==> src/hdl/fmtrs_pkg.sv <==
// package: command codes, register map, shadow reset values and the microcode table
package fmtrs_pkg;

	// command codes
	localparam logic [3:0] REQ_CLEAR    = 4'd0;
	localparam logic [3:0] REQ_STARTUP  = 4'd1;
	localparam logic [3:0] REQ_ON       = 4'd2;
	localparam logic [3:0] REQ_OFF      = 4'd3;
	localparam logic [3:0] REQ_MUTE     = 4'd4;
	localparam logic [3:0] REQ_UNMUTE   = 4'd5;
	localparam logic [3:0] REQ_INLEVEL  = 4'd6;
	localparam logic [3:0] REQ_OUTPOWER = 4'd7;
	localparam logic [3:0] REQ_TUNE     = 4'd8;
	localparam logic [3:0] REQ_PREEMPH  = 4'd9;
	localparam logic [3:0] REQ_PILOT    = 4'd10;
	localparam logic [3:0] REQ_SUBC     = 4'd11;
	localparam logic [3:0] REQ_PUMPS    = 4'd12;
	localparam logic [3:0] REQ_UNLOCK   = 4'd13;
	localparam logic [3:0] REQ_BAND     = 4'd14;
	localparam logic [3:0] REQ_RESET    = 4'd15;

	// transmitter register addresses
	localparam logic [3:0] ADDR_MODE     = 4'd0;
	localparam logic [3:0] ADDR_PILOT    = 4'd1;
	localparam logic [3:0] ADDR_POWER    = 4'd2;
	localparam logic [3:0] ADDR_DIV_LOW  = 4'd3;
	localparam logic [3:0] ADDR_DIV_HIGH = 4'd4;
	localparam logic [3:0] ADDR_PUMP     = 4'd6;
	localparam logic [3:0] ADDR_BAND     = 4'd8;
	localparam logic [3:0] ADDR_RESET    = 4'd14;

	localparam logic [7:0] CHIP_RESET_DATA = 8'h05;

	// shadow reset values
	localparam logic [7:0] MODE_INIT     = 8'h00;
	localparam logic [7:0] PILOT_INIT    = 8'hB4;
	localparam logic [7:0] POWER_INIT    = 8'h05;
	localparam logic [7:0] DIV_LOW_INIT  = 8'h8A;
	localparam logic [7:0] DIV_HIGH_INIT = 8'h2E;
	localparam logic [7:0] PUMP_INIT     = 8'h1A;
	localparam logic [7:0] BAND_INIT     = 8'h1B;

	// band thresholds and divider constants
	localparam logic [26:0] BAND_EDGE_LOW  = 27'd88500000;
	localparam logic [26:0] BAND_EDGE_MID  = 27'd97900000;
	localparam logic [26:0] BAND_EDGE_HIGH = 27'd103000000;
	localparam logic [27:0] DIV_OFFSET     = 28'd304000;
	localparam int          DIV_SHIFT      = 13;

	// microcode entry points
	localparam int PC_CLEAR    = 0;
	localparam int PC_STARTUP  = 1;
	localparam int PC_ON       = 16;
	localparam int PC_OFF      = 17;
	localparam int PC_MUTE     = 18;
	localparam int PC_UNMUTE   = 19;
	localparam int PC_INLEVEL  = 20;
	localparam int PC_OUTPOWER = 21;
	localparam int PC_PREEMPH  = 22;
	localparam int PC_PILOT    = 23;
	localparam int PC_SUBC     = 24;
	localparam int PC_PUMPS    = 25;
	localparam int PC_UNLOCK   = 26;
	localparam int PC_BAND     = 27;
	localparam int PC_RESET    = 28;
	localparam int PC_TUNE     = 29;
	localparam int UC_DEPTH    = 35;
	localparam int PC_W        = $clog2(UC_DEPTH);

	typedef logic [PC_W-1:0] pc_t;

	typedef enum logic [0:0] {
		ST_IDLE,
		ST_RUN
	} state_t;

	// shadow update performed by one step
	typedef enum logic [3:0] {
		OP_NONE,
		OP_CLEAR,
		OP_POWER,
		OP_MUTE,
		OP_INLEVEL,
		OP_OUTPWR,
		OP_PREEMPH,
		OP_PILOT,
		OP_SUBC,
		OP_PUMPS,
		OP_UNLOCK,
		OP_BAND,
		OP_BANDTUNE
	} op_t;

	// where the step argument comes from
	typedef enum logic [1:0] {
		SRC_IMM,
		SRC_SET,
		SRC_FLAG
	} src_t;

	// one control word
	typedef struct packed {
		op_t        op;
		src_t       src;
		logic [1:0] imm;
		logic       load_div;
		logic       emit;
		logic [3:0] addr;
		logic       fin;
		logic       fin_nf;
	} ucode_t;

	function automatic ucode_t mk(op_t op, src_t src, logic [1:0] imm, logic load_div,
		logic emit, logic [3:0] addr, logic fin, logic fin_nf);
		ucode_t u;
		u.op       = op;
		u.src      = src;
		u.imm      = imm;
		u.load_div = load_div;
		u.emit     = emit;
		u.addr     = addr;
		u.fin      = fin;
		u.fin_nf   = fin_nf;
		return u;
	endfunction

	// microcode program
	function automatic ucode_t ucode_rom(pc_t pc);
		ucode_t u;
		case (int'(pc))
			PC_CLEAR:        u = mk(OP_CLEAR, SRC_IMM, 2'd0, 1'b0, 1'b0, ADDR_MODE, 1'b1, 1'b0);
			// startup sequence
			PC_STARTUP:      u = mk(OP_CLEAR, SRC_IMM, 2'd0, 1'b0, 1'b1, ADDR_RESET, 1'b0, 1'b0);
			PC_STARTUP + 1:  u = mk(OP_PILOT, SRC_IMM, 2'd1, 1'b0, 1'b1, ADDR_PILOT, 1'b0, 1'b0);
			PC_STARTUP + 2:  u = mk(OP_OUTPWR, SRC_IMM, 2'd1, 1'b0, 1'b1, ADDR_POWER, 1'b0, 1'b0);
			PC_STARTUP + 3:  u = mk(OP_UNLOCK, SRC_IMM, 2'd1, 1'b0, 1'b1, ADDR_POWER, 1'b0, 1'b0);
			PC_STARTUP + 4:  u = mk(OP_SUBC, SRC_IMM, 2'd0, 1'b0, 1'b1, ADDR_PILOT, 1'b0, 1'b0);
			PC_STARTUP + 5:  u = mk(OP_BANDTUNE, SRC_IMM, 2'd0, 1'b0, 1'b1, ADDR_BAND, 1'b0, 1'b0);
			PC_STARTUP + 6:  u = mk(OP_PUMPS, SRC_IMM, 2'd1, 1'b1, 1'b1, ADDR_PUMP, 1'b0, 1'b0);
			PC_STARTUP + 7:  u = mk(OP_NONE, SRC_IMM, 2'd0, 1'b0, 1'b1, ADDR_DIV_LOW, 1'b0, 1'b0);
			PC_STARTUP + 8:  u = mk(OP_NONE, SRC_IMM, 2'd0, 1'b0, 1'b1, ADDR_DIV_HIGH, 1'b0, 1'b0);
			PC_STARTUP + 9:  u = mk(OP_PUMPS, SRC_IMM, 2'd0, 1'b0, 1'b1, ADDR_PUMP, 1'b0, 1'b0);
			PC_STARTUP + 10: u = mk(OP_POWER, SRC_IMM, 2'd1, 1'b0, 1'b1, ADDR_MODE, 1'b0, 1'b0);
			PC_STARTUP + 11: u = mk(OP_MUTE, SRC_IMM, 2'd0, 1'b0, 1'b1, ADDR_MODE, 1'b0, 1'b0);
			PC_STARTUP + 12: u = mk(OP_PREEMPH, SRC_IMM, 2'd1, 1'b0, 1'b1, ADDR_MODE, 1'b0, 1'b0);
			PC_STARTUP + 13: u = mk(OP_INLEVEL, SRC_IMM, 2'd1, 1'b0, 1'b1, ADDR_MODE, 1'b0, 1'b0);
			PC_STARTUP + 14: u = mk(OP_NONE, SRC_IMM, 2'd0, 1'b0, 1'b1, ADDR_RESET, 1'b1, 1'b0);
			// single-frame commands
			PC_ON:       u = mk(OP_POWER, SRC_IMM, 2'd1, 1'b0, 1'b1, ADDR_MODE, 1'b1, 1'b0);
			PC_OFF:      u = mk(OP_POWER, SRC_IMM, 2'd0, 1'b0, 1'b1, ADDR_MODE, 1'b1, 1'b0);
			PC_MUTE:     u = mk(OP_MUTE, SRC_IMM, 2'd1, 1'b0, 1'b1, ADDR_MODE, 1'b1, 1'b0);
			PC_UNMUTE:   u = mk(OP_MUTE, SRC_IMM, 2'd0, 1'b0, 1'b1, ADDR_MODE, 1'b1, 1'b0);
			PC_INLEVEL:  u = mk(OP_INLEVEL, SRC_SET, 2'd0, 1'b0, 1'b1, ADDR_MODE, 1'b1, 1'b0);
			PC_OUTPOWER: u = mk(OP_OUTPWR, SRC_SET, 2'd0, 1'b0, 1'b1, ADDR_POWER, 1'b1, 1'b0);
			PC_PREEMPH:  u = mk(OP_PREEMPH, SRC_SET, 2'd0, 1'b0, 1'b1, ADDR_MODE, 1'b1, 1'b0);
			PC_PILOT:    u = mk(OP_PILOT, SRC_FLAG, 2'd0, 1'b0, 1'b1, ADDR_PILOT, 1'b1, 1'b0);
			PC_SUBC:     u = mk(OP_SUBC, SRC_FLAG, 2'd0, 1'b0, 1'b1, ADDR_PILOT, 1'b1, 1'b0);
			PC_PUMPS:    u = mk(OP_PUMPS, SRC_SET, 2'd0, 1'b0, 1'b1, ADDR_PUMP, 1'b1, 1'b0);
			PC_UNLOCK:   u = mk(OP_UNLOCK, SRC_FLAG, 2'd0, 1'b0, 1'b1, ADDR_POWER, 1'b1, 1'b0);
			PC_BAND:     u = mk(OP_BAND, SRC_SET, 2'd0, 1'b0, 1'b1, ADDR_BAND, 1'b1, 1'b0);
			PC_RESET:    u = mk(OP_NONE, SRC_IMM, 2'd0, 1'b0, 1'b1, ADDR_RESET, 1'b1, 1'b0);
			// tune, with the chip reset frame only when the flag is set
			PC_TUNE:     u = mk(OP_BANDTUNE, SRC_IMM, 2'd0, 1'b0, 1'b1, ADDR_BAND, 1'b0, 1'b0);
			PC_TUNE + 1: u = mk(OP_PUMPS, SRC_IMM, 2'd1, 1'b1, 1'b1, ADDR_PUMP, 1'b0, 1'b0);
			PC_TUNE + 2: u = mk(OP_NONE, SRC_IMM, 2'd0, 1'b0, 1'b1, ADDR_DIV_LOW, 1'b0, 1'b0);
			PC_TUNE + 3: u = mk(OP_NONE, SRC_IMM, 2'd0, 1'b0, 1'b1, ADDR_DIV_HIGH, 1'b0, 1'b0);
			PC_TUNE + 4: u = mk(OP_PUMPS, SRC_IMM, 2'd0, 1'b0, 1'b1, ADDR_PUMP, 1'b0, 1'b1);
			PC_TUNE + 5: u = mk(OP_NONE, SRC_IMM, 2'd0, 1'b0, 1'b1, ADDR_RESET, 1'b1, 1'b0);
			default:     u = mk(OP_NONE, SRC_IMM, 2'd0, 1'b0, 1'b0, ADDR_MODE, 1'b1, 1'b0);
		endcase
		return u;
	endfunction

	// command code to first program step
	function automatic pc_t entry_pc(logic [3:0] req);
		int e;
		case (req)
			REQ_CLEAR:    e = PC_CLEAR;
			REQ_STARTUP:  e = PC_STARTUP;
			REQ_ON:       e = PC_ON;
			REQ_OFF:      e = PC_OFF;
			REQ_MUTE:     e = PC_MUTE;
			REQ_UNMUTE:   e = PC_UNMUTE;
			REQ_INLEVEL:  e = PC_INLEVEL;
			REQ_OUTPOWER: e = PC_OUTPOWER;
			REQ_TUNE:     e = PC_TUNE;
			REQ_PREEMPH:  e = PC_PREEMPH;
			REQ_PILOT:    e = PC_PILOT;
			REQ_SUBC:     e = PC_SUBC;
			REQ_PUMPS:    e = PC_PUMPS;
			REQ_UNLOCK:   e = PC_UNLOCK;
			REQ_BAND:     e = PC_BAND;
			REQ_RESET:    e = PC_RESET;
			default:      e = PC_RESET;
		endcase
		return pc_t'(e);
	endfunction

endpackage

==> src/hdl/fmtrs_if.sv <==
// interfaces: command channel and frame channel
interface fmtrs_cmd_if;
	logic        valid;
	logic        ready;
	logic [3:0]  req_type;
	logic [26:0] frequency_hz;
	logic [1:0]  setting;
	logic        flag;

	modport source (output valid, output req_type, output frequency_hz, output setting,
		output flag, input ready);
	modport sink (input valid, input req_type, input frequency_hz, input setting,
		input flag, output ready);
endinterface

interface fmtrs_frame_if;
	logic       valid;
	logic       ready;
	logic [3:0] reg_addr;
	logic [7:0] reg_data;
	logic       last_frame;

	modport source (output valid, output reg_addr, output reg_data, output last_frame,
		input ready);
	modport sink (input valid, input reg_addr, input reg_data, input last_frame,
		output ready);
endinterface

==> src/hdl/fmtrs_datapath.sv <==
// datapath: shadow registers, field updates, band pick, divider and frame data
module fmtrs_datapath
	import fmtrs_pkg::*;
(
	input  logic        clk,
	input  logic        arst_n,
	input  logic        step_en,
	input  ucode_t      uc,
	input  logic [1:0]  setting,
	input  logic        flag,
	input  logic [26:0] freq,
	output logic [7:0]  frame_data
);

	logic [7:0] mode_q, pilot_q, power_q, div_low_q, div_high_q, pump_q, band_q;
	logic [7:0] mode_d, pilot_d, power_d, div_low_d, div_high_d, pump_d, band_d;
	logic [1:0] arg;
	logic [1:0] tune_band;
	logic [27:0] div_sum;

	// step argument
	always_comb begin
		case (uc.src)
			SRC_SET:  arg = setting;
			SRC_FLAG: arg = {1'b0, flag};
			default:  arg = uc.imm;
		endcase
	end

	// band from the carrier frequency and the divider sum
	always_comb begin
		if (freq < BAND_EDGE_LOW) begin
			tune_band = 2'd3;
		end else if (freq < BAND_EDGE_MID) begin
			tune_band = 2'd2;
		end else if (freq < BAND_EDGE_HIGH) begin
			tune_band = 2'd1;
		end else begin
			tune_band = 2'd0;
		end
		div_sum = {1'b0, freq} + DIV_OFFSET;
	end

	// masked field update for this step
	always_comb begin
		mode_d     = mode_q;
		pilot_d    = pilot_q;
		power_d    = power_q;
		div_low_d  = div_low_q;
		div_high_d = div_high_q;
		pump_d     = pump_q;
		band_d     = band_q;
		case (uc.op)
			OP_CLEAR: begin
				mode_d     = MODE_INIT;
				pilot_d    = PILOT_INIT;
				power_d    = POWER_INIT;
				div_low_d  = DIV_LOW_INIT;
				div_high_d = DIV_HIGH_INIT;
				pump_d     = PUMP_INIT;
				band_d     = BAND_INIT;
			end
			OP_POWER:   mode_d[1:0] = arg[0] ? 2'b01 : 2'b10;
			OP_MUTE:    mode_d[2] = arg[0];
			OP_INLEVEL: begin
				if (arg != 2'd3) mode_d[7:6] = arg;
			end
			OP_OUTPWR: begin
				if (arg != 2'd3) power_d[1:0] = arg + 2'd1;
			end
			OP_PREEMPH: begin
				case (arg)
					2'd0:    mode_d[4] = 1'b1;
					2'd1:    mode_d[5:4] = 2'b00;
					2'd2:    mode_d[5:4] = 2'b10;
					default: mode_d = mode_q;
				endcase
			end
			OP_PILOT:  pilot_d[3] = ~arg[0];
			OP_SUBC:   pilot_d[6] = ~arg[0];
			OP_PUMPS: begin
				case (arg)
					2'd0:    pump_d[4:1] = 4'b1101;
					2'd1:    pump_d[4:1] = 4'b1111;
					default: pump_d = pump_q;
				endcase
			end
			OP_UNLOCK:   power_d[2] = arg[0];
			OP_BAND:     band_d[1:0] = arg;
			OP_BANDTUNE: band_d[1:0] = tune_band;
			default:     mode_d = mode_q;
		endcase
		if (uc.load_div) begin
			div_low_d  = div_sum[DIV_SHIFT +: 8];
			div_high_d = 8'(div_sum >> (DIV_SHIFT + 8));
		end
	end

	// frame byte from the updated shadow
	always_comb begin
		case (uc.addr)
			ADDR_MODE:     frame_data = mode_d;
			ADDR_PILOT:    frame_data = pilot_d;
			ADDR_POWER:    frame_data = power_d;
			ADDR_DIV_LOW:  frame_data = div_low_d;
			ADDR_DIV_HIGH: frame_data = div_high_d;
			ADDR_PUMP:     frame_data = pump_d;
			ADDR_BAND:     frame_data = band_d;
			default:       frame_data = CHIP_RESET_DATA;
		endcase
	end

	// shadow registers
	always_ff @(posedge clk or negedge arst_n) begin
		if (!arst_n) begin
			mode_q     <= MODE_INIT;
			pilot_q    <= PILOT_INIT;
			power_q    <= POWER_INIT;
			div_low_q  <= DIV_LOW_INIT;
			div_high_q <= DIV_HIGH_INIT;
			pump_q     <= PUMP_INIT;
			band_q     <= BAND_INIT;
		end else if (step_en) begin
			mode_q     <= mode_d;
			pilot_q    <= pilot_d;
			power_q    <= power_d;
			div_low_q  <= div_low_d;
			div_high_q <= div_high_d;
			pump_q     <= pump_d;
			band_q     <= band_d;
		end
	end

endmodule

==> src/hdl/fm_transmitter_register_sequencer.sv <==
// top level: command sequencer with microcode table, shadow datapath and frame output register
//
//  channel  role  payload                                      handshake
//  cmd      sink  req_type, frequency_hz, setting, flag        valid/ready
//  frame    src   reg_addr, reg_data, last_frame               valid/ready
//
// a command is taken in ST_IDLE, then ST_RUN runs one microcode step per frame, so startup
// sends 15 frames, tune 5 or 6, the others one (clear emits no frame)
// the step counter walks the microcode table one control word per cycle when no step waits
// a step waits while the frame output register is full and not being taken
// reset puts all shadows at their power-up values; no clearing pass is needed
// the next command is taken once the last frame is loaded, even if it still waits
module fm_transmitter_register_sequencer
	import fmtrs_pkg::*;
(
	input  logic           clk,
	input  logic           arst_n,
	fmtrs_cmd_if.sink      cmd,
	fmtrs_frame_if.source  frame
);

	state_t      state_q, state_d;
	pc_t         pc_q, pc_d;
	ucode_t      uc;
	logic        step;
	logic        fin;
	logic        out_free;
	logic [26:0] freq_q;
	logic [1:0]  setting_q;
	logic        flag_q;
	logic [7:0]  frame_data;
	logic        frame_valid_q;
	logic [3:0]  addr_q;
	logic [7:0]  data_q;
	logic        last_q;

	assign uc       = ucode_rom(pc_q);
	assign out_free = !frame_valid_q || frame.ready;

	// sequencer next state
	always_comb begin
		state_d   = state_q;
		pc_d      = pc_q;
		step      = 1'b0;
		fin       = 1'b0;
		cmd.ready = 1'b0;
		case (state_q)
			ST_IDLE: begin
				cmd.ready = 1'b1;
				if (cmd.valid) begin
					state_d = ST_RUN;
					pc_d    = entry_pc(cmd.req_type);
				end
			end
			ST_RUN: begin
				if (out_free) begin
					step = 1'b1;
					fin  = uc.fin || (uc.fin_nf && !flag_q);
					if (fin) begin
						state_d = ST_IDLE;
					end else begin
						pc_d = pc_q + pc_t'(1);
					end
				end
			end
			default: state_d = ST_IDLE;
		endcase
	end

	// state and step counter
	always_ff @(posedge clk or negedge arst_n) begin
		if (!arst_n) begin
			state_q <= ST_IDLE;
			pc_q    <= '0;
		end else begin
			state_q <= state_d;
			pc_q    <= pc_d;
		end
	end

	// command arguments held for the program
	always_ff @(posedge clk) begin
		if (cmd.valid && cmd.ready) begin
			freq_q    <= cmd.frequency_hz;
			setting_q <= cmd.setting;
			flag_q    <= cmd.flag;
		end
	end

	fmtrs_datapath u_datapath (
		.clk        (clk),
		.arst_n     (arst_n),
		.step_en    (step),
		.uc         (uc),
		.setting    (setting_q),
		.flag       (flag_q),
		.freq       (freq_q),
		.frame_data (frame_data)
	);

	// frame output register
	always_ff @(posedge clk or negedge arst_n) begin
		if (!arst_n) begin
			frame_valid_q <= 1'b0;
		end else if (step && uc.emit) begin
			frame_valid_q <= 1'b1;
		end else if (frame.ready) begin
			frame_valid_q <= 1'b0;
		end
	end

	always_ff @(posedge clk) begin
		if (step && uc.emit) begin
			addr_q <= uc.addr;
			data_q <= frame_data;
			last_q <= fin;
		end
	end

	assign frame.valid      = frame_valid_q;
	assign frame.reg_addr   = addr_q;
	assign frame.reg_data   = data_q;
	assign frame.last_frame = last_q;

endmodule

==> src/flat_wrapper.sv <==
// flat-port wrapper written by rule: the top's interface ports become plain ports
module fm_transmitter_register_sequencer_flat import fmtrs_pkg::*;
  (clk, arst_n, cmd_valid, cmd_req_type, cmd_frequency_hz, cmd_setting, cmd_flag, cmd_ready, frame_valid, frame_reg_addr, frame_reg_data, frame_last_frame, frame_ready);
  fmtrs_cmd_if cmd_i ();
  fmtrs_frame_if frame_i ();
  input  logic clk;
  input  logic arst_n;
  input wire logic [$bits(cmd_i.valid)-1:0] cmd_valid;
  input wire logic [$bits(cmd_i.req_type)-1:0] cmd_req_type;
  input wire logic [$bits(cmd_i.frequency_hz)-1:0] cmd_frequency_hz;
  input wire logic [$bits(cmd_i.setting)-1:0] cmd_setting;
  input wire logic [$bits(cmd_i.flag)-1:0] cmd_flag;
  output wire logic [$bits(cmd_i.ready)-1:0] cmd_ready;
  output wire logic [$bits(frame_i.valid)-1:0] frame_valid;
  output wire logic [$bits(frame_i.reg_addr)-1:0] frame_reg_addr;
  output wire logic [$bits(frame_i.reg_data)-1:0] frame_reg_data;
  output wire logic [$bits(frame_i.last_frame)-1:0] frame_last_frame;
  input wire logic [$bits(frame_i.ready)-1:0] frame_ready;
  assign cmd_i.valid = cmd_valid;
  assign cmd_i.req_type = cmd_req_type;
  assign cmd_i.frequency_hz = cmd_frequency_hz;
  assign cmd_i.setting = cmd_setting;
  assign cmd_i.flag = cmd_flag;
  assign cmd_ready = cmd_i.ready;
  assign frame_valid = frame_i.valid;
  assign frame_reg_addr = frame_i.reg_addr;
  assign frame_reg_data = frame_i.reg_data;
  assign frame_last_frame = frame_i.last_frame;
  assign frame_i.ready = frame_ready;
  fm_transmitter_register_sequencer u_core (.clk(clk), .arst_n(arst_n), .cmd(cmd_i), .frame(frame_i));
endmodule
==> config.mk <==
export PLATFORM = sky130hd
export DESIGN_NAME = fm_transmitter_register_sequencer_flat
export DESIGN_NICKNAME = d
export VERILOG_FILES = /design/src/hdl/fmtrs_pkg.sv /design/src/hdl/fmtrs_if.sv /design/src/hdl/fmtrs_datapath.sv /design/src/hdl/fm_transmitter_register_sequencer.sv /design/src/flat_wrapper.sv
export SDC_FILE = /design/constraint.sdc
export NUM_CORES = 1
export LEC_CHECK = 0
export BUFFER_PORTS_ARGS = -buffer_cell sky130_fd_sc_hd__clkbuf_2
export CAP_MARGIN = 40
export CORE_MARGIN = 4
export CORE_UTILIZATION = 30
export CTS_CLUSTER_SIZE = 20
export DETAILED_ROUTE_END_ITERATION = 10
export PLACE_DENSITY_LB_ADDON = 0.3
export SYNTH_ARGS = -nofsm -noshare
export SYNTH_HDL_FRONTEND = slang
export SYNTH_SLANG_ARGS = --single-unit
==> constraint.sdc <==
create_clock -name clk -period 5.25 [get_ports clk]
set_clock_uncertainty 0.1 [all_clocks]
set_input_delay 0.7875 -clock clk [delete_from_list [all_inputs] [get_ports clk]]
set_output_delay 0.7875 -clock clk [all_outputs]
set_load 0.05 [all_outputs]
; Word-level counts from Yosys, hierarchy flattened
; Memory sizes are Yosys's and may differ from the RTL's.
; Index checks and enable logic that the tools add are counted.
; Widths: inputs -> output; s select.
[word_totals]
ff_bits = 107
romBits = 1040
in_bits = 38
output_inout_bits = 15
elab_cells = 108
mem_count = 2
[op_classes]
n_addsub = 3
n_lt_le_gt_ge = 3
n_eq_ne = 26
muxes = 43
n_bitwise = 2
n_reduce_logical = 13
[memory_table]
columns = name, words, width, rd, rd_ports_with_merged_regs, wr, line
row1 = (no name shown), 64, 15, 1, 0, 0, fmtrs_pkg.sv:130  ; case (int'(pc))
row2 = (no name shown), 16, 5, 1, 0, 0, fmtrs_pkg.sv:177  ; case (req)
[op_table]
columns = cell, count
row1 = $lt 27x27->1 const B, 3
row2 = $pmux 8 s7, 1
row3 = $mux 8, 4
row4 = $add 27x19->28 const B, 1
row5 = $eq 4x3->1 const B, 6
row6 = $eq 4x4->1 const B, 6
row7 = $mux 6, 4
row8 = $eq 4x2->1 const B, 4
row9 = $pmux 2 s2, 4
row10 = $pmux 8 s2, 1
row11 = $pmux 1 s2, 7
row12 = $mux 2, 6
row13 = $pmux 6 s2, 1
row14 = $mux 1, 10
row15 = $eq 4x1->1 const B, 2
row16 = $ne 2x2->1 const B, 4
row17 = $pmux 4 s2, 1
row18 = $add 6x1->6 const B, 1
row19 = $pmux 2 s3, 1
row20 = $pmux 3 s2, 1
row21 = $mux 5, 1
row22 = $eq 2x1->1 const B, 2
row23 = $eq 2x2->1 const B, 2
row24 = $logic_not 4->1, 1
row25 = 11 further kinds, 16

; Depth between registers and ports, before layout
; Gate-level depths: netlist (run 1).
; An unclocked memory read counts as a cell.
[logic_depth]
word_depth = 8
ltp_mapped = 19
mapped_depth_nobuf = 17

; Modules after synthesis
; A second synthesis (run 1) with hierarchy kept.
[unflattened]
cells_unflattened = 646
hier_area_um2 = 6297.3
[by_module_without_submodules]
columns = module, instances, cells_per_inst, area_each_um2, seq_area_each_um2
row1 = fmtrs_datapath, 1, 441, 3823.7, 1426.4
row2 = fm_transmitter_register_sequencer, 1, 205, 2473.6, 1491.4

; Least setup slack after synthesis (run 1)
; No wires, ideal clock.
[synth_path]
path_type = register to register
start = register u_core.pc_q[0]
end = register u_core.data_q[7], in the netlist u_core.frame.reg_data[7], data pin
setup_time_ns = 0.265
arrival_ns = 3.089
required_time_ns = 4.885
slack_ns = 1.796
path_stages_with_launch = 15
n_path_buf = 1
synth_period_minus_slack_ns = 3.454
path_cell_list = dfrtp_1 inv_1 ha_1 and2_1 or2_0 a211oi_1 o32a_1 buf_6 inv_4 ha_1 nor3_1 o21ai_1 a22oi_1 o21ai_0 or3_1
[synth_via]
elab_chain_cells = 7
word_cells_on_any_way = 26
cone_classes = eq/ne (12) / mux (12) / reduce/logical (1) / memory (1)
[synth_rtl]
columns = item, line
row1 = "start, declared", fm_transmitter_register_sequencer.sv:23  ; pc_t pc_q, pc_d;
row2 = "start signal, assigned", fm_transmitter_register_sequencer.sv:77  ; pc_q <= pc_d;
row3 = $mem_v2 64x15 *, -
row4 = $eq 2x2->1 or $eq 2x1->1 (tied branches), fmtrs_datapath.sv:23  ; case (uc.src)
row5 = $pmux 2 s2, fmtrs_datapath.sv:23
row6 = $ne 2x2->1, fmtrs_datapath.sv:66  ; if (arg != 2'd3) mode_d[7:6] = arg;
row7 = $mux 2, fmtrs_datapath.sv:66
row8 = $pmux 2 s2, fmtrs_datapath.sv:53  ; case (uc.op)
row9 = $pmux 8 s7 *, fmtrs_datapath.sv:101  ; case (uc.addr)
row10 = net u_core.frame_data[7], fm_transmitter_register_sequencer.sv:31  ; logic [7:0] frame_data;
row11 = "end signal, assigned", fm_transmitter_register_sequencer.sv:115  ; data_q <= frame_data;
row12 = "end, declared", fm_transmitter_register_sequencer.sv:34  ; logic [7:0] data_q;
; The timed path passes the listed nets; every way through them passes the cells marked *.
; A chain may end at the register's enable or synchronous reset.

; Worst setup path in the final report (run 1)
[layout_path]
start = register u_core.pc_q[0]
end = register u_core.data_q[4], in the netlist u_core.frame.reg_data[4], data pin
[layout_via]
elab_chain_cells = 8
word_cells_on_any_way = 30
cone_classes = eq/ne (13) / mux (13) / reduce/logical (3) / memory (1)
[layout_rtl]
columns = item, line
row1 = $mem_v2 64x15 *, -
row2 = $eq 2x2->1 or $eq 2x1->1 (tied branches), fmtrs_datapath.sv:23
row3 = $pmux 2 s2, fmtrs_datapath.sv:23
row4 = $eq 2x1->1 or $eq 2x2->1 (tied branches), "fmtrs_datapath.sv:72, fmtrs_datapath.sv:82"
row5 = $reduce_or 2->1 (no source line), -
row6 = $pmux 1 s2, fmtrs_datapath.sv:72  ; case (arg)
row7 = $pmux 3 s2, fmtrs_datapath.sv:53
row8 = $pmux 8 s7 *, fmtrs_datapath.sv:101
row9 = net u_core.frame_data[4], fm_transmitter_register_sequencer.sv:31
; Marks and branches as above.

==> summary.md, run 1 <==
| Metric | Value |
|---|---|
| Clock transition at path regs | 70 ps |
| Setup bufs post-CTS | 0 |
| Root buf cell | clkbuf_16 |
| Sequential area share after synthesis | 44.2% |
| Number of antenna cells inserted | 0 |
| Initial core utilization | 30.8% |
| Reg-to-reg setup timing slack | 1120 ps |
| Worst R2R Path Depth | 14 |
| Largest area contributor in the netlist | edfxtp_1 |
| Detail-routed via count per cell | 5.23 |
| Detailed placer's ending HPWL | 11800 um |
| Area growth from synthesis to layout | 12.5% |
| CTS tree | done |
| Crit path largest cell delay | 630 ps |
| Achievable frequency | 242 MHz |
| Longest Clk Path Bufs | 2 |
| Num rows | 52 |
| Reg2reg end | u_core.frame.reg_data[4] |
| Status | completed |
| Critical path endpoint | u_core.frame.reg_data[4] |
| # port buffers | 47 |
| First-pass GRT wire length | 27000 um |
| CTS resizes | 0 |
| Yosys warnings | 0 |
| Setup crit start kind | flip-flop |
| Final Routed Wirelength | 16400 um |
| GPL Wtd Cong | 0.850 |
| DR WL/cell | 17.2 um |
| # fillers | 2068 |
| Core Region | 20400 um^2 |
| Clock sink total | 102 |
| Origin of the worst setup path | u_core.pc_q[0] |
| Mapped Area | 6260 um^2 |
| Die X-Extent | 152 um |
| Max-cap viol count | 0 |
| Drt pass-1 iters | 5 |
| Drt initial violations | 457 |
| Setup tns final | 0 ps |
| Most frequent cells in the layout | nand2_1 (57), nor2_1 (48), clkbuf_2 (46) |
| #FFs+latches synth | 102 |
| Unrepaired setup endpoints after global routing | false |
| Synth top area share | 18.2% |
| Hold Crit Class | input port to asynchronous set/reset pin |
| Post-synth EDFFs | 38 |
| Period utilisation layout | 78.7% |
| Gr usage total | 14.2% |
| Die Area | 23300 um^2 |
| Synth top area cells | edfxtp_1 (18%), dfrtp_1 (18%), dfstp_2 (8.4%) |
| Syn avg cell area | 9.69 um^2 |
| Num CTS Buffers | 9 |
| Overall die height | 152 um |
| WS Path Type | flip-flop to flip-flop |
| Vias in the first global route | 4778 |
| Hold buffer count at CTS | 0 |
| DRC viols | 0 |
| Top Ports | 53 |
| Global route total overflow | 0 |
| Antenna violations before repair | 0 |
| Commonest non-fill, non-tap cell in the layout | nand2_1 |
| Fin crit period | 4130 ps |
| Final slew viol count | 0 |
| Reg2reg start | u_core.pc_q[0] |
| Distinct cells, synth | 93 |
| Worst setup EP type | flip-flop |
| H-tree depth | 3 |
| Layout Nets | 734 |
| # setup viols final | 0 |
| Via count | 4999 |
| CP cell instances | inv_1, ha_1, and2_1, or2_0, a211oi_1, o32a_1, buf_4, ha_1, nor2_1, a2111oi_2, or2_0, a32oi_1, o211ai_1, a211o_1 |
| Worst slew pin tran | 779 ps |
| Worst-path fanout max | 10 |
| Worst skew pair latency | 360 ps |
| Worst EP arrival | 4260 ps |
| Top_reg_cell synth | dfrtp_1 |
| Largest net degree at the start of global routing | 62 |
| Slowest stage cell, crit path | a2111oi_2 |
| Mapped Cells | 646 |
| Post-route ant nets | 0 |
| Mapped Nets | 700 |
| Hold_ws | 211 ps |
| Crit path required time | 5380 ps |
| Share of cells above drive strength 1 | 21.5% |
| Synth async-reset ratio | 62.7% |
| Hold Violations, Final | 0 |
| Rel. slew slack | 48.0% |
## how the worst min path moves through the flow
stage | start | end | slack (ps) | cells after the start
after CTS | arst_n | u_core.frame.valid | 200 | 2
after global routing | arst_n | u_core.frame.valid | 200 | 2
after global placement | u_core.u_datapath.power_q[0] | u_core.u_datapath.power_q[0] | 360 | 2
after detailed placement | u_core.u_datapath.power_q[0] | u_core.u_datapath.power_q[0] | 350 | 2
final | arst_n | u_core.frame.valid | 210 | 2
after floorplan | u_core.u_datapath.power_q[0] | u_core.u_datapath.power_q[0] | 340 | 2
## state kept, by name, summed over array words and instances, names as in the netlist, 2 cells and up
| register | count |
|---|---|
| u_core.frame.reg_addr | 4 |
| u_core.frame.reg_data | 8 |
| u_core.freq_q | 22 |
| u_core.pc_q | 6 |
| u_core.setting_q | 2 |
| u_core.u_datapath.band_q | 8 |
| u_core.u_datapath.div_high_q | 8 |
| u_core.u_datapath.div_low_q | 8 |
| u_core.u_datapath.mode_q | 8 |
| u_core.u_datapath.pilot_q | 8 |
| u_core.u_datapath.power_q | 8 |
| u_core.u_datapath.pump_q | 8 |
## cells by family after synthesis
logic type | share of synthesized area, %
buffers and inverters | 5.15
DFF | 44.2
and+or+nand+nor | 21.6
adders and majority gates | 3.20
AOI/OAI and AO/OA | 23.0
muxes | 0.839
xor gates and xnor gates | 1.96
## stage by stage
stage	instances	worst slack (ps)	utilization, %	area, um^2
detailed placement	939	1160	33.1	6740
global route	955	729	34.6	7040
global placement	937	1160	32.9	6700
finish	955	1120	34.6	7040
floorplan	646	1800	-	6260
CTS	955	1110	34.6	7040
## cell type report
class | instances | area, um^2 | area share, %
clock inverter | 7 | 75.1 | 1.07
inverter | 26 | 103 | 1.46
multi-input combinational | 481 | 3170 | 45.1
tap | 270 | 338 | 4.80
timing repair buffer | 60 | 360 | 5.12
sequential | 102 | 2770 | 39.3
clock buffer | 9 | 225 | 3.20
## Yosys cell counts, types with 6 or more instances
library cell and instances:
or2_2 6, xnor2_1 8, dfstp_2 20, o31ai_1 9, and2_1 6, buf_6 8
nor2_1 48, o21ai_1 12, a32o_1 6, a22o_1 6, o21ai_0 28, a21oi_1 30
clkbuf_1 19, nor3_1 19, inv_1 20, xor2_1 6, nand2_1 57, nand2b_1 11
nor2b_1 25, edfxtp_1 38, o211ai_1 9, ha_1 16, a221oi_1 6, nand4_1 7
a22oi_1 12, dfrtp_1 44, nand3_1 36
## critical path: cells and delay by family, from the launching register on
| family | cells | cell delay (ps) |
|---|---|---|
| fa+ha+maj | 2 | 670 |
| buf+inv | 2 | 440 |
| flops | 1 | 570 |
| compound gates | 6 | 1560 |
| simple gates | 4 | 660 |
## routing by layer
layer / GRT usage [%] / share of wire [%]
met1: 20.6 / 50
met2: 22.0 / 45
met3: 2.70 / 3.9
met4: 3.31 / 1.4
met5: 0 / 0
Power of run 1 is not shown: default switching activity piles up to over one toggle a cycle in this logic, so the estimate is an artifact.
==> run 2: changes to the inputs <==
Clock period 5.25 ns to 3.6 ns, I/O delays scaled along.
==> summary.md, run 2 (synthesis results as in run 1) <==
| Metric | Value |
|---|---|
| Status | completed |
| Worst slew pin tran | 733 ps (-46.5 ps) |
| Global route total overflow | 0 (unchanged) |
| Post-route ant nets | 0 (unchanged) |
| Longest Clk Path Bufs | 2 (unchanged) |
| Slowest stage cell, crit path | dfrtp_2 |
| Die X-Extent | 152 um (unchanged) |
| Final Routed Wirelength | 17400 um (+5.8%) |
| Top Ports | 53 (unchanged) |
| Antenna violations before repair | 0 (unchanged) |
| Max FFs per register | 22 (unchanged) |
| Worst skew pair latency | 360 ps (about the same) |
| First-pass GRT wire length | 28000 um (+3.7%) |
| Crit path required time | 3610 ps (-1770 ps) |
| Drt pass-1 iters | 5 (unchanged) |
| Setup crit start kind | flip-flop |
| Area growth from synthesis to layout | 19.4% |
| Num rows | 52 (unchanged) |
| Worst setup EP type | flip-flop |
| Num CTS Buffers | 9 (unchanged) |
| Share of cells above drive strength 1 | 28.7% (+7.2 points) |
| CP cell instances | buf_6, ha_4, o31ai_4, and2_4, inv_1, ha_2, a22oi_2, o32a_1, inv_4, ha_1, buf_4, nor3_1, a2bb2oi_1, a221oi_2, nand3_1 |
| DRC viols | 0 (unchanged) |
| # setup viols final | 0 (unchanged) |
| CP Buf/Inv Count | 4 (+2) |
| Hold Violations, Final | 0 (unchanged) |
| Placed cells | 973 (+3.6%) |
| Largest net degree at the start of global routing | 30 (-52%) |
| Clock transition at path regs | 80 ps (about the same) |
| Initial core utilization | 30.8% (unchanged) |
| Final std cells w/o fill | 995 (+4.2%) |
| Period utilisation layout | 97.4% (+19 points) |
| Die Area | 23300 um^2 (unchanged) |
| Detailed placer's ending HPWL | 12700 um (+7.3%) |
| Largest delay contributor family on the critical path | compound AO/OA/AOI/OAI gates |
| Layout Nets | 774 (+5.4%) |
| WS Path Type | flip-flop to flip-flop |
| Commonest non-fill, non-tap cell in the layout | nand2_1 |
| Max-cap viol count | 0 (unchanged) |
| Worst-path fanout max | 6 (-4) |
| Fin crit period | 3510 ps (-624 ps) |
| Clock sink total | 102 (unchanged) |
| Drt initial violations | 467 (+2.2%) |
| Number of antenna cells inserted | 0 (unchanged) |
| # port buffers | 47 (unchanged) |
| Achievable frequency | 285 MHz (+18%) |
| Overall die height | 152 um (unchanged) |
| Largest Register | u_core.freq_q |
| Via count | 5221 (+4.4%) |
| GPL Wtd Cong | 0.834 (-2.0%) |
| H-tree depth | 3 (unchanged) |
| Worst R2R Path Depth | 15 (+1) |
| Dpl ws | -21.5 ps (-1180 ps) |
| Vias in the first global route | 4970 (+4.0%) |
| Final setup margin | 93.7 ps (-1030 ps) |
| # fillers | 2051 (-0.82%) |
| Rel. slew slack | 51.1% (+3.1 points) |
| Final slew viol count | 0 (unchanged) |
| Worst EP arrival | 3510 ps (-750 ps) |
| Crit path largest cell delay | 460 ps (-170 ps) |
| Unrepaired setup endpoints after global routing | true |
| CTS tree | done |
| Hold buffer count at CTS | 0 (unchanged) |
| Hold Crit Class | input port to asynchronous set/reset pin |
| Gr usage total | 14.8% (+0.61 points) |
| DR WL/cell | 17.5 um (+1.5%) |
| Detail-routed via count per cell | 5.25 (+0.24%) |
| Hold_ws | 136 ps (-74.7 ps) |
| Root buf cell | clkbuf_16 |
| Core Region | 20400 um^2 (unchanged) |
| WP depth | 15 (+1) |
| Most frequent cells in the layout | nand2_1 (57), buf_4 (50), nor2_1 (46), clkbuf_2 (46), dfrtp_1 (42) |
run 2: area by class of cell:
| type | instances | area, um^2 | area share (%) |
|---|---|---|---|
| Clock buffer | 9 | 225 | 3.01 |
| Inverter | 26 | 103 | 1.37 |
| Multi-Input combinational cell | 481 | 3320 | 44.3 |
| Timing Repair Buffer | 100 | 644 | 8.62 |
| Clock inverter | 7 | 81.3 | 1.09 |
| Tap cell | 270 | 338 | 4.52 |
| Sequential cell | 102 | 2770 | 37.0 |
run 2: path summary, 6_finish.rpt:
path	start	endpoint	slack, ps
worst max-delay path	u_core.pc_q[0]	u_core.frame.reg_data[0]	90
min in group clk	cmd_frequency_hz[13]	u_core.freq_q[13]	250
worst min register to register	u_core.u_datapath.power_q[0]	u_core.u_datapath.power_q[0]	380
worst max register to register	u_core.pc_q[0]	u_core.frame.reg_data[0]	90
max in group asynchronous	arst_n	u_core.u_datapath.power_q[0]	2450
worst min-delay path	arst_n	u_core.frame.valid	140
run 2: per-layer routing:
layer / vias to the layer above / track usage (%) / wire length [um]
met4: 0 / 3.31 / 180
met5: - / 0 / 0
met1: 2514 / 21.6 / 8570
met3: 16 / 2.70 / 826
met2: 143 / 23.0 / 7800
li1: 2548 / - / -
run 2: repair_timing:
action,CTS,global route
pin swaps,1,14
setup endpoints to repair,2,6
hold endpoints to repair,0,0
setup buffers,1,5
gates resized for setup,2,31
run 2: worst register-to-register path, cell delays in order, from the launching register on:
cell and delay [ps]:
dfrtp_2 460, buf_6 140, ha_4 160, o31ai_4 240, and2_4 190, inv_1 50, ha_2 170, a22oi_2 160
o32a_1 290, inv_4 80, ha_1 230, buf_4 160, nor3_1 270, a2bb2oi_1 160, a221oi_2 290, nand3_1 110
run 2: per-stage QoR:
step	instance area [um^2]	util (%)	setup TNS, ps
floorplan	6260	-	0
global placement	6970	34.2	-21.2
detailed placement	6970	34.2	-29.6
CTS	7290	35.8	0
global route	7480	36.7	-94.0
finish	7480	36.7	0
Power of run 2 is left out for the same reason.
==> run 3: changes to the inputs <==
Clock period 3.6 ns to 2.9 ns, I/O delays scaled along.
==> summary.md, run 3 (synthesis results as in run 1) <==
| Metric | Value |
|---|---|
| Longest Clk Path Bufs | 2 (unchanged) |
| Num rows | 52 (unchanged) |
| Final slew viol count | 0 (unchanged) |
| Crit path required time | 2920 ps (-690 ps) |
| Via count | 5615 (+7.5%) |
| Rel. slew slack | 57.8% (+6.7 points) |
| Clock transition at path regs | 80 ps (about the same) |
| Crit path largest cell delay | 480 ps (+20 ps) |
| Number of antenna cells inserted | 0 (unchanged) |
| Clock sink total | 102 (unchanged) |
| Gr usage total | 16.2% (+1.4 points) |
| Max-cap viol count | 0 (unchanged) |
| Setup crit start kind | flip-flop |
| Worst-path fanout max | 4 (-2) |
| Worst setup EP type | flip-flop |
| GPL Wtd Cong | 0.824 (-1.1%) |
| First-pass GRT wire length | 30400 um (+8.8%) |
| CP cell instances | ha_4, o31ai_1, and2_1, buf_4, ha_4, buf_4, o32a_4, ha_4, nor2_4, a2111oi_4, or2_0, a32oi_1, o211ai_1, a211o_1 |
| Post-route ant nets | 0 (unchanged) |
| Status | finished, violations left |
| Max FFs per register | 22 (unchanged) |
| Area after DPL | 7830 um^2 (+12%) |
| # port buffers | 47 (unchanged) |
| Most common cell on crit path | ha_4 |
| Worst slew pin tran | 631 ps (-102 ps) |
| Met2 WL post-DR | 9000 um (+15%) |
| Root buf cell | clkbuf_16 |
| Drt initial violations | 304 (-35%) |
| # setup viols final | 12 (+12) |
| Share of cells above drive strength 1 | 43.7% (+15 points) |
| Hold_ws | 150 ps (+14.3 ps) |
| Setup tns final | -2020 ps (-2020 ps) |
| Top Ports | 53 (unchanged) |
| Failing checks | negative setup slack |
| Commonest non-fill, non-tap cell in the layout | buf_4 |
| Wl on met1 | 8890 um (+3.7%) |
| Detail-routed via count per cell | 5.10 (-2.7%) |
| Core Region | 20400 um^2 (unchanged) |
| CTS tree | done |
| Global route total overflow | 0 (unchanged) |
| Die X-Extent | 152 um (unchanged) |
| Period utilisation layout | 112% (+15 points) |
| Largest net degree at the start of global routing | 32 (+6.7%) |
| Uppermost layer routed | met4 |
| Fin crit period | 3250 ps (-253 ps) |
| Overall die height | 152 um (unchanged) |
| DRC viols | 0 (unchanged) |
| Hold Violations, Final | 0 (unchanged) |
| Achievable frequency | 307 MHz (+7.8%) |
| Worst skew pair latency | 360 ps (about the same) |
| Antenna violations before repair | 0 (unchanged) |
| Area growth from synthesis to layout | 39.2% |
| Worst EP arrival | 3270 ps (-240 ps) |
| Die Area | 23300 um^2 (unchanged) |
| Largest Register | u_core.freq_q |
| Unrepaired setup endpoints after global routing | true |
| Vias in the first global route | 5585 (+12%) |
| H-tree depth | 3 (unchanged) |
| Detailed placer's ending HPWL | 14300 um (+13%) |
| Initial core utilization | 30.8% (unchanged) |
| WS Path Type | flip-flop to flip-flop |
| Final Routed Wirelength | 19100 um (+10%) |
| Hold Crit Class | input port to flip-flop |
| DR WL/cell | 17.4 um (-0.41%) |
| Met3 routed WL | 842 um (+1.9%) |
| Num CTS Buffers | 9 (unchanged) |
| Drt pass-1 iters | 5 (unchanged) |
| Slowest stage cell, crit path | dfrtp_2 |
| Layout Nets | 879 (+14%) |
| Post-route cell area | 8720 um^2 (+17%) |
| Reg-to-reg setup timing slack | -350 ps (-450 ps) |
| # fillers | 1936 (-5.6%) |
| Most frequent cells in the layout | buf_4 (140), nand2_1 (51), clkbuf_2 (46) |
| Final setup margin | -353 ps (-447 ps) |
==> run 3: cell types whose count changed in the layout (fill, tap and decap cells not counted), sizes merged <==
cell | previous run | this run
inv | 31 | 29
buf | 54 | 158
clkinv | 2 | 4
dlygate4sd3 | 0 | 1
==> run 3: worst max-delay path: cells and delay by family, from the launching register on <==
kind | cells | cell delay [ps]
AO/OA/AOI/OAI | 6 | 1110
adder cells (fa/ha/maj) | 3 | 560
AND/OR/NAND/NOR | 3 | 500
flip-flops | 1 | 480
buffers and inverters | 2 | 250
==> run 3: final cells by class <==
type,count,area (um^2),area share (%)
Timing Repair Buffer,205,1540,17.7
Multi-Input combinational cell,481,3670,42.1
Tap cell,270,338,3.88
Clock inverter,7,58.8,0.675
Sequential cell,102,2770,31.8
Inverter,26,115,1.32
Clock buffer,9,225,2.58
==> run 3: through the flow <==
step	setup slack [ps]	instances	util, %
after floorplan	-341	646	-
after global placement	-387	1060	38.4
after detailed placement	-439	1061	38.5
after CTS	-253	1090	41.5
after global routing	-462	1100	42.8
final	-353	1100	42.8
==> run 3: repair_timing <==
action                                  4_1_cts  5_1_grt
endpoints found under the setup margin       23       30
pin swaps                                    30       28
setup buffers                                12       10
resized for setup                            45       48
endpoints found under the hold margin         4        0
hold buffers                                  1        0
==> run 3: worst paths after layout <==
kind,from,to,depth (start not counted)
min in group asynchronous,arst_n,u_core.frame.valid,2
worst min-delay path,cmd_frequency_hz[16],u_core.freq_q[16],1
worst max-delay path,u_core.pc_q[1],u_core.frame.reg_data[4],14
worst max register to register,u_core.pc_q[1],u_core.frame.reg_data[4],14
max in group asynchronous,arst_n,u_core.u_datapath.pilot_q[5],4
worst min register to register,u_core.u_datapath.power_q[0],u_core.u_datapath.power_q[0],2
==> run 3: layer usage <==
metal / vias to the layer above / global-route usage [%]
met1: 2691 / 22.4
li1: 2770 / -
met3: 25 / 2.73
met5: - / 0
met2: 129 / 26.1
met4: 0 / 5.35
Power of run 3 is left out for the same reason.
